### src/rtl/tlff_pkg.sv
// ----------------------------------------------------------------------------
// tlff_pkg
// Types and constants shared by the line format filter modules.
// ----------------------------------------------------------------------------
package tlff_pkg;

	localparam int BCD_DIGITS = 6;
	localparam int BCD_W      = 4 * BCD_DIGITS;
	localparam int FIELD_MAX  = 7;
	localparam int FIFO_DEPTH = 2;
	localparam int CFG_IDX_W  = 3;
	localparam int CFG_DATA_W = 8;

	localparam logic [BCD_W-1:0] BCD_ONE = 24'h000001;
	localparam logic [BCD_W-1:0] BCD_MAX = 24'h999999;

	localparam logic [7:0] CH_NL     = 8'h0a;
	localparam logic [7:0] CH_TAB    = 8'h09;
	localparam logic [7:0] CH_NUL    = 8'h00;
	localparam logic [7:0] CH_SPACE  = 8'h20;
	localparam logic [7:0] CH_CARET  = 8'h5e;
	localparam logic [7:0] CH_QMARK  = 8'h3f;
	localparam logic [7:0] CH_DOLLAR = 8'h24;
	localparam logic [7:0] CH_I      = 8'h49;
	localparam logic [7:0] CH_ZERO   = 8'h30;
	localparam logic [7:0] CH_DEL    = 8'h7f;
	localparam logic [7:0] CH_CTL_HI = 8'h1f;
	localparam logic [7:0] CARET_OFS = 8'h40;

	typedef enum logic [1:0] {
		NUM_NONE     = 2'd0,
		NUM_ALL      = 2'd1,
		NUM_NONBLANK = 2'd2
	} num_mode_t;

	typedef enum logic [CFG_IDX_W-1:0] {
		CFG_NUMBER_MODE = 3'd0,
		CFG_SQUEEZE     = 3'd1,
		CFG_NONPRINT    = 3'd2,
		CFG_ENDS        = 3'd3,
		CFG_TABS        = 3'd4
	} cfg_idx_t;

	// one queued descriptor: optional number prefix plus one or two body chars
	typedef struct packed {
		logic             pfx;
		logic [BCD_W-1:0] bcd;
		logic [2:0]       digits;
		logic [2:0]       field;
		logic             two;
		logic [7:0]       c0;
		logic [7:0]       c1;
	} desc_t;

endpackage

### src/rtl/text_line_format_filter.sv
// ----------------------------------------------------------------------------
// text_line_format_filter
// An accepted input word passes through the descriptor queue and then the
// registered output stage. One input word per cycle while the queue is not
// full; a burst of words (prefix plus body, at most ten) occupies the back end.
// The two-entry descriptor queue lets the front keep accepting meanwhile.
// Reset clears registers to 0, line state to line start, counter to 1.
// ----------------------------------------------------------------------------
module text_line_format_filter import tlff_pkg::*; #(
	parameter int NUMBER_WIDTH = 6
) (
	input  logic                  clk,
	input  logic                  arst_n,
	input  logic                  cfg_valid,
	output logic                  cfg_ready,
	input  logic [CFG_IDX_W-1:0]  cfg_index,
	input  logic [CFG_DATA_W-1:0] cfg_data,
	input  logic                  in_valid,
	output logic                  in_ready,
	input  logic [7:0]            in_byte,
	input  logic                  new_file,
	output logic                  out_valid,
	input  logic                  out_ready,
	output logic [7:0]            out_byte,
	output logic                  last_of_run
);

	logic  q_full, q_push, q_pop, head_valid;
	desc_t q_data, head;

	tlff_front #(
		.NUMBER_WIDTH(NUMBER_WIDTH)
	) u_front (
		.clk       (clk),
		.arst_n    (arst_n),
		.cfg_valid (cfg_valid),
		.cfg_ready (cfg_ready),
		.cfg_index (cfg_index),
		.cfg_data  (cfg_data),
		.in_valid  (in_valid),
		.in_ready  (in_ready),
		.in_byte   (in_byte),
		.new_file  (new_file),
		.q_full    (q_full),
		.q_push    (q_push),
		.q_data    (q_data)
	);

	tlff_fifo u_fifo (
		.clk        (clk),
		.arst_n     (arst_n),
		.push       (q_push),
		.push_data  (q_data),
		.full       (q_full),
		.pop        (q_pop),
		.head_valid (head_valid),
		.head       (head)
	);

	tlff_back u_back (
		.clk         (clk),
		.arst_n      (arst_n),
		.head_valid  (head_valid),
		.head        (head),
		.pop         (q_pop),
		.out_valid   (out_valid),
		.out_ready   (out_ready),
		.out_byte    (out_byte),
		.last_of_run (last_of_run)
	);

endmodule

### src/rtl/tlff_front.sv
// ----------------------------------------------------------------------------
// tlff_front
// Holds the registers and line state, classifies each input word and
// queues a burst descriptor for the back end.
// ----------------------------------------------------------------------------
module tlff_front import tlff_pkg::*; #(
	parameter int NUMBER_WIDTH = 6
) (
	input  logic                  clk,
	input  logic                  arst_n,
	input  logic                  cfg_valid,
	output logic                  cfg_ready,
	input  logic [CFG_IDX_W-1:0]  cfg_index,
	input  logic [CFG_DATA_W-1:0] cfg_data,
	input  logic                  in_valid,
	output logic                  in_ready,
	input  logic [7:0]            in_byte,
	input  logic                  new_file,
	input  logic                  q_full,
	output logic                  q_push,
	output desc_t                 q_data
);

	localparam logic [2:0] WIDTH_EFF =
		3'(NUMBER_WIDTH > FIELD_MAX ? FIELD_MAX : NUMBER_WIDTH);

	logic [1:0]       number_mode_q;
	logic             squeeze_q, nonprint_q, ends_q, tabs_q;
	logic             line_start_q, prev_blank_q;
	logic [BCD_W-1:0] bcd_q;

	logic             accept;
	logic             als, plb, blank, drop, numbered;
	logic [BCD_W-1:0] num, num_inc;
	logic             carry;
	logic [2:0]       digits;
	logic [2:0]       dig_p1;
	logic             is_ctl;

	assign cfg_ready = 1'b1;
	assign in_ready  = !q_full;
	assign accept    = in_valid && in_ready;

	always_comb begin
		als   = new_file ? 1'b1 : line_start_q;
		plb   = new_file ? 1'b0 : prev_blank_q;
		num   = new_file ? BCD_ONE : bcd_q;
		blank = (in_byte == CH_NL);
		drop  = als && squeeze_q && plb && blank;
		numbered = als && ((number_mode_q == NUM_ALL) ||
			((number_mode_q == NUM_NONBLANK) && !blank && (in_byte != CH_NUL)));

		carry   = 1'b1;
		num_inc = '0;
		for (int k = 0; k < BCD_DIGITS; k++) begin
			if (carry && num[4*k +: 4] == 4'd9) begin
				num_inc[4*k +: 4] = 4'd0;
			end else begin
				num_inc[4*k +: 4] = num[4*k +: 4] + {3'b000, carry};
				carry = 1'b0;
			end
		end
		if (num == BCD_MAX) begin
			num_inc = BCD_MAX;
		end

		digits = 3'd1;
		for (int k = 0; k < BCD_DIGITS; k++) begin
			if (num[4*k +: 4] != 4'd0) begin
				digits = 3'(k + 1);
			end
		end
		dig_p1 = digits + 3'd1;

		q_data.pfx    = numbered;
		q_data.bcd    = num;
		q_data.digits = digits;
		q_data.field  = (WIDTH_EFF > dig_p1) ? WIDTH_EFF : dig_p1;

		is_ctl = (in_byte <= CH_CTL_HI) && (in_byte != CH_NL) && (in_byte != CH_TAB);
		q_data.two = 1'b1;
		q_data.c0  = CH_CARET;
		q_data.c1  = in_byte;
		if (nonprint_q && in_byte == CH_DEL) begin
			q_data.c1 = CH_QMARK;
		end else if (nonprint_q && is_ctl) begin
			q_data.c1 = in_byte + CARET_OFS;
		end else if (ends_q && blank) begin
			q_data.c0 = CH_DOLLAR;
			q_data.c1 = CH_NL;
		end else if (tabs_q && in_byte == CH_TAB) begin
			q_data.c1 = CH_I;
		end else begin
			q_data.two = 1'b0;
			q_data.c0  = in_byte;
		end

		q_push = accept && !drop;
	end

	always_ff @(posedge clk or negedge arst_n) begin
		if (!arst_n) begin
			number_mode_q <= NUM_NONE;
			squeeze_q     <= 1'b0;
			nonprint_q    <= 1'b0;
			ends_q        <= 1'b0;
			tabs_q        <= 1'b0;
			line_start_q  <= 1'b1;
			prev_blank_q  <= 1'b0;
			bcd_q         <= BCD_ONE;
		end else begin
			if (cfg_valid && cfg_ready) begin
				case (cfg_idx_t'(cfg_index))
					CFG_NUMBER_MODE: number_mode_q <= cfg_data[1:0];
					CFG_SQUEEZE:     squeeze_q     <= cfg_data[0];
					CFG_NONPRINT:    nonprint_q    <= cfg_data[0];
					CFG_ENDS:        ends_q        <= cfg_data[0];
					CFG_TABS:        tabs_q        <= cfg_data[0];
					default: ;
				endcase
			end
			if (accept) begin
				if (drop) begin
					line_start_q <= 1'b1;
					prev_blank_q <= plb;
					bcd_q        <= num;
				end else begin
					line_start_q <= blank;
					prev_blank_q <= als ? blank : plb;
					bcd_q        <= numbered ? num_inc : num;
				end
			end
		end
	end

endmodule

### src/rtl/tlff_fifo.sv
// ----------------------------------------------------------------------------
// tlff_fifo
// Short descriptor queue between front and back end.
// ----------------------------------------------------------------------------
module tlff_fifo import tlff_pkg::*; (
	input  logic  clk,
	input  logic  arst_n,
	input  logic  push,
	input  desc_t push_data,
	output logic  full,
	input  logic  pop,
	output logic  head_valid,
	output desc_t head
);

	localparam int PTR_W = (FIFO_DEPTH > 1) ? $clog2(FIFO_DEPTH) : 1;
	localparam int CNT_W = $clog2(FIFO_DEPTH + 1);

	desc_t            mem_q [FIFO_DEPTH];
	logic [PTR_W-1:0] wr_ptr_q, rd_ptr_q;
	logic [CNT_W-1:0] count_q;

	assign full       = (count_q == CNT_W'(FIFO_DEPTH));
	assign head_valid = (count_q != '0);
	assign head       = mem_q[rd_ptr_q];

	always_ff @(posedge clk) begin
		if (push) begin
			mem_q[wr_ptr_q] <= push_data;
		end
	end

	always_ff @(posedge clk or negedge arst_n) begin
		if (!arst_n) begin
			wr_ptr_q <= '0;
			rd_ptr_q <= '0;
			count_q  <= '0;
		end else begin
			if (push) begin
				wr_ptr_q <= (wr_ptr_q == PTR_W'(FIFO_DEPTH - 1)) ? '0 : wr_ptr_q + 1'b1;
			end
			if (pop) begin
				rd_ptr_q <= (rd_ptr_q == PTR_W'(FIFO_DEPTH - 1)) ? '0 : rd_ptr_q + 1'b1;
			end
			case ({push, pop})
				2'b10:   count_q <= count_q + 1'b1;
				2'b01:   count_q <= count_q - 1'b1;
				default: count_q <= count_q;
			endcase
		end
	end

endmodule

### src/rtl/tlff_back.sv
// ----------------------------------------------------------------------------
// tlff_back
// Expands the head descriptor into output words, one per cycle unless
// out_ready stalls, into a registered output stage.
// ----------------------------------------------------------------------------
module tlff_back import tlff_pkg::*; (
	input  logic       clk,
	input  logic       arst_n,
	input  logic       head_valid,
	input  desc_t      head,
	output logic       pop,
	output logic       out_valid,
	input  logic       out_ready,
	output logic [7:0] out_byte,
	output logic       last_of_run
);

	logic [3:0] pos_q;
	logic       out_valid_q, last_q;
	logic [7:0] out_byte_q;

	logic       advance, last_now;
	logic [3:0] prefix_len, total_m1, field4, pad_end;
	logic [2:0] k;
	logic [3:0] nib;
	logic [7:0] ch;

	assign out_valid   = out_valid_q;
	assign out_byte    = out_byte_q;
	assign last_of_run = last_q;

	always_comb begin
		field4     = {1'b0, head.field};
		pad_end    = field4 - {1'b0, head.digits};
		prefix_len = head.pfx ? field4 + 4'd1 : 4'd0;
		total_m1   = prefix_len + {3'b000, head.two};
		k          = head.field - 3'd1 - pos_q[2:0];
		case (k)
			3'd0:    nib = head.bcd[3:0];
			3'd1:    nib = head.bcd[7:4];
			3'd2:    nib = head.bcd[11:8];
			3'd3:    nib = head.bcd[15:12];
			3'd4:    nib = head.bcd[19:16];
			3'd5:    nib = head.bcd[23:20];
			default: nib = 4'd0;
		endcase
		if (head.pfx && pos_q < pad_end) begin
			ch = CH_SPACE;
		end else if (head.pfx && pos_q < field4) begin
			ch = CH_ZERO + {4'd0, nib};
		end else if (head.pfx && pos_q == field4) begin
			ch = CH_TAB;
		end else if (pos_q == prefix_len) begin
			ch = head.c0;
		end else begin
			ch = head.c1;
		end
		advance  = head_valid && (!out_valid_q || out_ready);
		last_now = (pos_q == total_m1);
		pop      = advance && last_now;
	end

	always_ff @(posedge clk or negedge arst_n) begin
		if (!arst_n) begin
			pos_q       <= '0;
			out_valid_q <= 1'b0;
		end else begin
			if (advance) begin
				pos_q       <= last_now ? 4'd0 : pos_q + 4'd1;
				out_valid_q <= 1'b1;
			end else if (out_ready) begin
				out_valid_q <= 1'b0;
			end
		end
	end

	always_ff @(posedge clk) begin
		if (advance) begin
			out_byte_q <= ch;
			last_q     <= last_now;
		end
	end

endmodule
### config.mk
export PLATFORM = sky130hd
export DESIGN_NAME = text_line_format_filter
export DESIGN_NICKNAME = d
export VERILOG_FILES = /design/src/rtl/tlff_pkg.sv /design/src/rtl/text_line_format_filter.sv /design/src/rtl/tlff_front.sv /design/src/rtl/tlff_fifo.sv /design/src/rtl/tlff_back.sv
export SDC_FILE = /design/constraint.sdc
export NUM_CORES = 1
export LEC_CHECK = 0
export BUFFER_PORTS_ARGS = -buffer_cell sky130_fd_sc_hd__buf_2
export CAP_MARGIN = 20
export CORE_MARGIN = 2
export CORE_UTILIZATION = 50
export CTS_BUF_LIST = sky130_fd_sc_hd__clkbuf_4 sky130_fd_sc_hd__clkbuf_8 sky130_fd_sc_hd__clkbuf_16
export DETAILED_ROUTE_END_ITERATION = 7
export PLACE_DENSITY_LB_ADDON = 0.2
export SLEW_MARGIN = 20
export SYNTH_ARGS = -nofsm -noshare
export SYNTH_HDL_FRONTEND = slang
export SYNTH_SLANG_ARGS = --single-unit
export TNS_END_PERCENT = 100
### constraint.sdc
create_clock -name clk -period 4.4 [get_ports clk]
set_input_delay 0.66 -clock clk [delete_from_list [all_inputs] [get_ports clk]]
set_output_delay 0.66 -clock clk [all_outputs]
set_load 0.05 [all_outputs]
==> impl_metrics.toml <==
[layout]
layout-drive-gt1-share_pct = 15.97
syn_to_final_growth_pct = 12.83
final_cell_count_no_fill = 858
antenna_cells = 0
final_nets = 716
fill_cells = 1224

[die]
fp.dieArea_um2 = 16170
core_area_um2 = 15030
rows = 45
ios = 37
die_w_um = 127.2
die_h_um = 127.2
start_util_pct = 50.45

[cts]
htreeDepth = 4
clock-sinks = 146
cts_tree = "yes"
cts.path.max_buffers = 2
cts_root_buf = "clkbuf_16"
path_clk_slew_ns = 0.06
cts_buffers = 17
clk_latency_ns = 0.42
ctsHoldBuffers = 0
post_cts_buffers = 0
cts_resized = 0

[run]
cap_violations = 0

[worst_hold_path]
hold_path_class = "in2async"

[drt]
drtIter0Drc = 452
drt_pass1_iterations = 5
vias = 5063
routed_wl_mm = 15.96
viasPerCell = 5.901
antenna_left = 0
wl_per_cell_um = 18.60
drc = 0

[synth]
syn-cell-area_um2 = 7585
ys_seq_area_share_pct = 55.13
yosysWarnings = 0
netlist_instances = 628
synth_flop_cell = "edfxtp_1"
async_flop_share_pct = 28.08
synth_edf_count = 105
synthDistinctLibCells = 68
synth-seq-cells = 146
synth_area_per_cell_um2 = 12.08

[placement]
gp_congestion = 0.8442
dp.cells = 826
dpl.hpwl_mm = 10.95
io_buffers = 29
dp_slack_ns = 0.8595

[critical_path]
crit_path_cell_trace = "mux2i_1 -> inv_1 -> ha_1 -> and2_1 -> ha_1 -> xnor2_1 -> nand2_1 -> nor4b_2 -> and2_1 -> ha_1 -> nor2_1 -> xor2_1"
path_buf_inv = 1
worstPathMaxFanout = 10
cp-start-kind = "flip-flop"
cp_slowest_cell = "dfrtp_2"
cpMostUsedCell = "ha_1"
critPathRequiredTime_ns = 4.74
crit_type = "reg2reg"
worst_path_largest_cell_delay_ns = 0.49
cp-end-kind = "flip-flop"
crit_family = "simple AND/OR/NAND/NOR gates"
arrival_ns = 3.86

[global_routing]
antenna_found_initial = 0
grt_use_total_pct = 20.80
grt_pass1_vias = 5038
grt_max_degree = 49
grt_pass1_wl_mm = 25.86
overflow = 0

[pwr]
irDropWorstVdd_uv = 426.8
powerDensity_nw_per_um2 = 719.8
power_w = 0.006160
p_leak_nw = 3.425

[timing]
fin_ws_ns = 0.8759
rsz0062_at_grt = "no"
tns_ns = 0
hold_viol = 0
max_slew_margin_pct = 46.97
hold_slack_ns = 0.2297
period_share_pct = 80.09
clock-skew-final_ns = 0.008591
slew_violations = 0
period_needed_ns = 3.524
setup_viol = 0
max_freq_ghz = 0.2838
worst_pin_slew_ns = 0.7900

[run_status]
status = "finished, final reports clean"
## layout by cell type, fill, tap and decap left out, types with 9 or more instances in the layout
cell / instances
nand3_1: 22
mux2_2: 13
nor2_1: 27
xnor2_1: 10
nand2_1: 45
xor2_1: 10
inv_1: 25
nor2b_1: 31
o21ai_0: 31
edfxtp_1: 105
clkbuf_16: 17
a21oi_1: 19
dfrtp_1: 38
nor3_1: 14
nand2b_1: 9
mux2i_1: 31
buf_4: 12
ha_1: 32
buf_2: 28
and2_1: 9
## stage by stage
| step | util [%] | instance area [um2] |
|---|---|---|
| 2_1_floorplan | - | 7592 |
| 3_3_place_gp | 52.70 | 7923 |
| 3_5_place_dp | 52.70 | 7923 |
| 4_1_cts | 56.89 | 8552 |
| 5_1_grt | 56.93 | 8558 |
| 6_report | 56.93 | 8558 |
## worst register-to-register path, delay by kind of cell (launching register included)
family / cells / cell delay (ns)
flops: 1 / 0.49
mux: 1 / 0.37
fa+ha+maj: 3 / 0.93
simple gates: 5 / 1.14
buf+inv: 1 / 0.20
xor+xnor: 2 / 0.31
## routing by layer
metal,track usage (%),routed length [um],up-vias
met3,3.643,754,18
met5,0,0,-
met4,7.304,206,0
met1,29.89,7520,2511
met2,32.26,7473,141
li1,-,-,2393
## registers in the layout, indices dropped and copies added, names as in the netlist
name                   count
u_back.last_of_run         1
u_back.out_byte            8
u_back.out_valid           1
u_back.pos_q               4
u_fifo.count_q             2
u_fifo.mem_q              96
u_fifo.rd_ptr_q            1
u_fifo.wr_ptr_q            1
u_front.bcd_q             24
u_front.ends_q             1
u_front.line_start_q       1
u_front.nonprint_q         1
u_front.number_mode_q      2
u_front.prev_blank_q       1
u_front.squeeze_q          1
u_front.tabs_q             1
## power breakdown
part | switching, W | internal (W)
Combinational | 0.00156 | 0.000990
Clock | 0.000546 | 0.000970
Sequential | 0.000177 | 0.00192
## kinds of logic (layout without fill, tap and decap cells)
kind of cell / count (synthesis) / count (layout) / share of synthesized area [%]
other cells: 1 / 3 / 0.04944
compound gates: 118 / 118 / 10.79
mux: 52 / 52 / 8.298
flops: 146 / 146 / 55.13
fa+ha+maj: 34 / 34 / 5.807
buf+inv: 57 / 97 / 3.200
xor+xnor: 21 / 21 / 2.606
simple gates: 199 / 199 / 14.12
## cell type report
type | instances | area (um2) | share of cell area, %
Inverter | 25 | 93.84 | 1.096
Clock buffer | 23 | 501.7 | 5.863
Tap cell | 188 | 235.2 | 2.749
Multi-Input combinational cell | 427 | 3187 | 37.24
Sequential cell | 146 | 4183 | 48.87
Timing Repair Buffer | 40 | 230.2 | 2.690
Clock inverter | 9 | 127.6 | 1.491
## worst paths after layout
path | depth (start not counted) | startpoint | to | slack (ns)
worst max-delay path | 12 | u_fifo.rd_ptr_q | u_fifo.count_q[1] | 0.88
worst max register to register | 12 | u_fifo.rd_ptr_q | u_fifo.count_q[1] | 0.88
max in group asynchronous | 1 | arst_n | u_fifo.rd_ptr_q | 3.73
worst min-delay path | 1 | arst_n | u_front.bcd_q[1] | 0.23
min in group clk | 2 | cfg_data[1] | u_front.number_mode_q[1] | 0.49
worst min register to register | 2 | u_front.line_start_q | u_front.line_start_q | 0.49
## synthesized netlist by cell type (5+ instances only)
cell,n,area (um2)
mux4_2,6,135.1
o21a_1,7,52.55
a21o_1,6,45.04
clkbuf_1,18,67.56
mux2_2,13,146.4
nor2_1,29,108.9
edfxtp_1,105,3153
buf_2,8,40.04
nand4_1,5,31.28
nand2b_1,9,56.30
a31oi_1,6,37.54
and2_1,9,56.30
mux2i_1,31,310.3
a32o_1,7,70.07
nand3b_1,6,45.04
o21ai_0,32,160.2
xnor2_1,10,87.58
nand2_1,45,168.9
a21oi_1,19,95.09
xor2_1,10,87.58
nand3_1,22,110.1
ha_1,32,400.4
nor2b_1,31,193.9
a211oi_1,6,45.04
dfrtp_1,39,975.9
inv_1,25,93.84
nor3_1,14,70.07
Note: power is estimated with default switching activity, not from simulation.
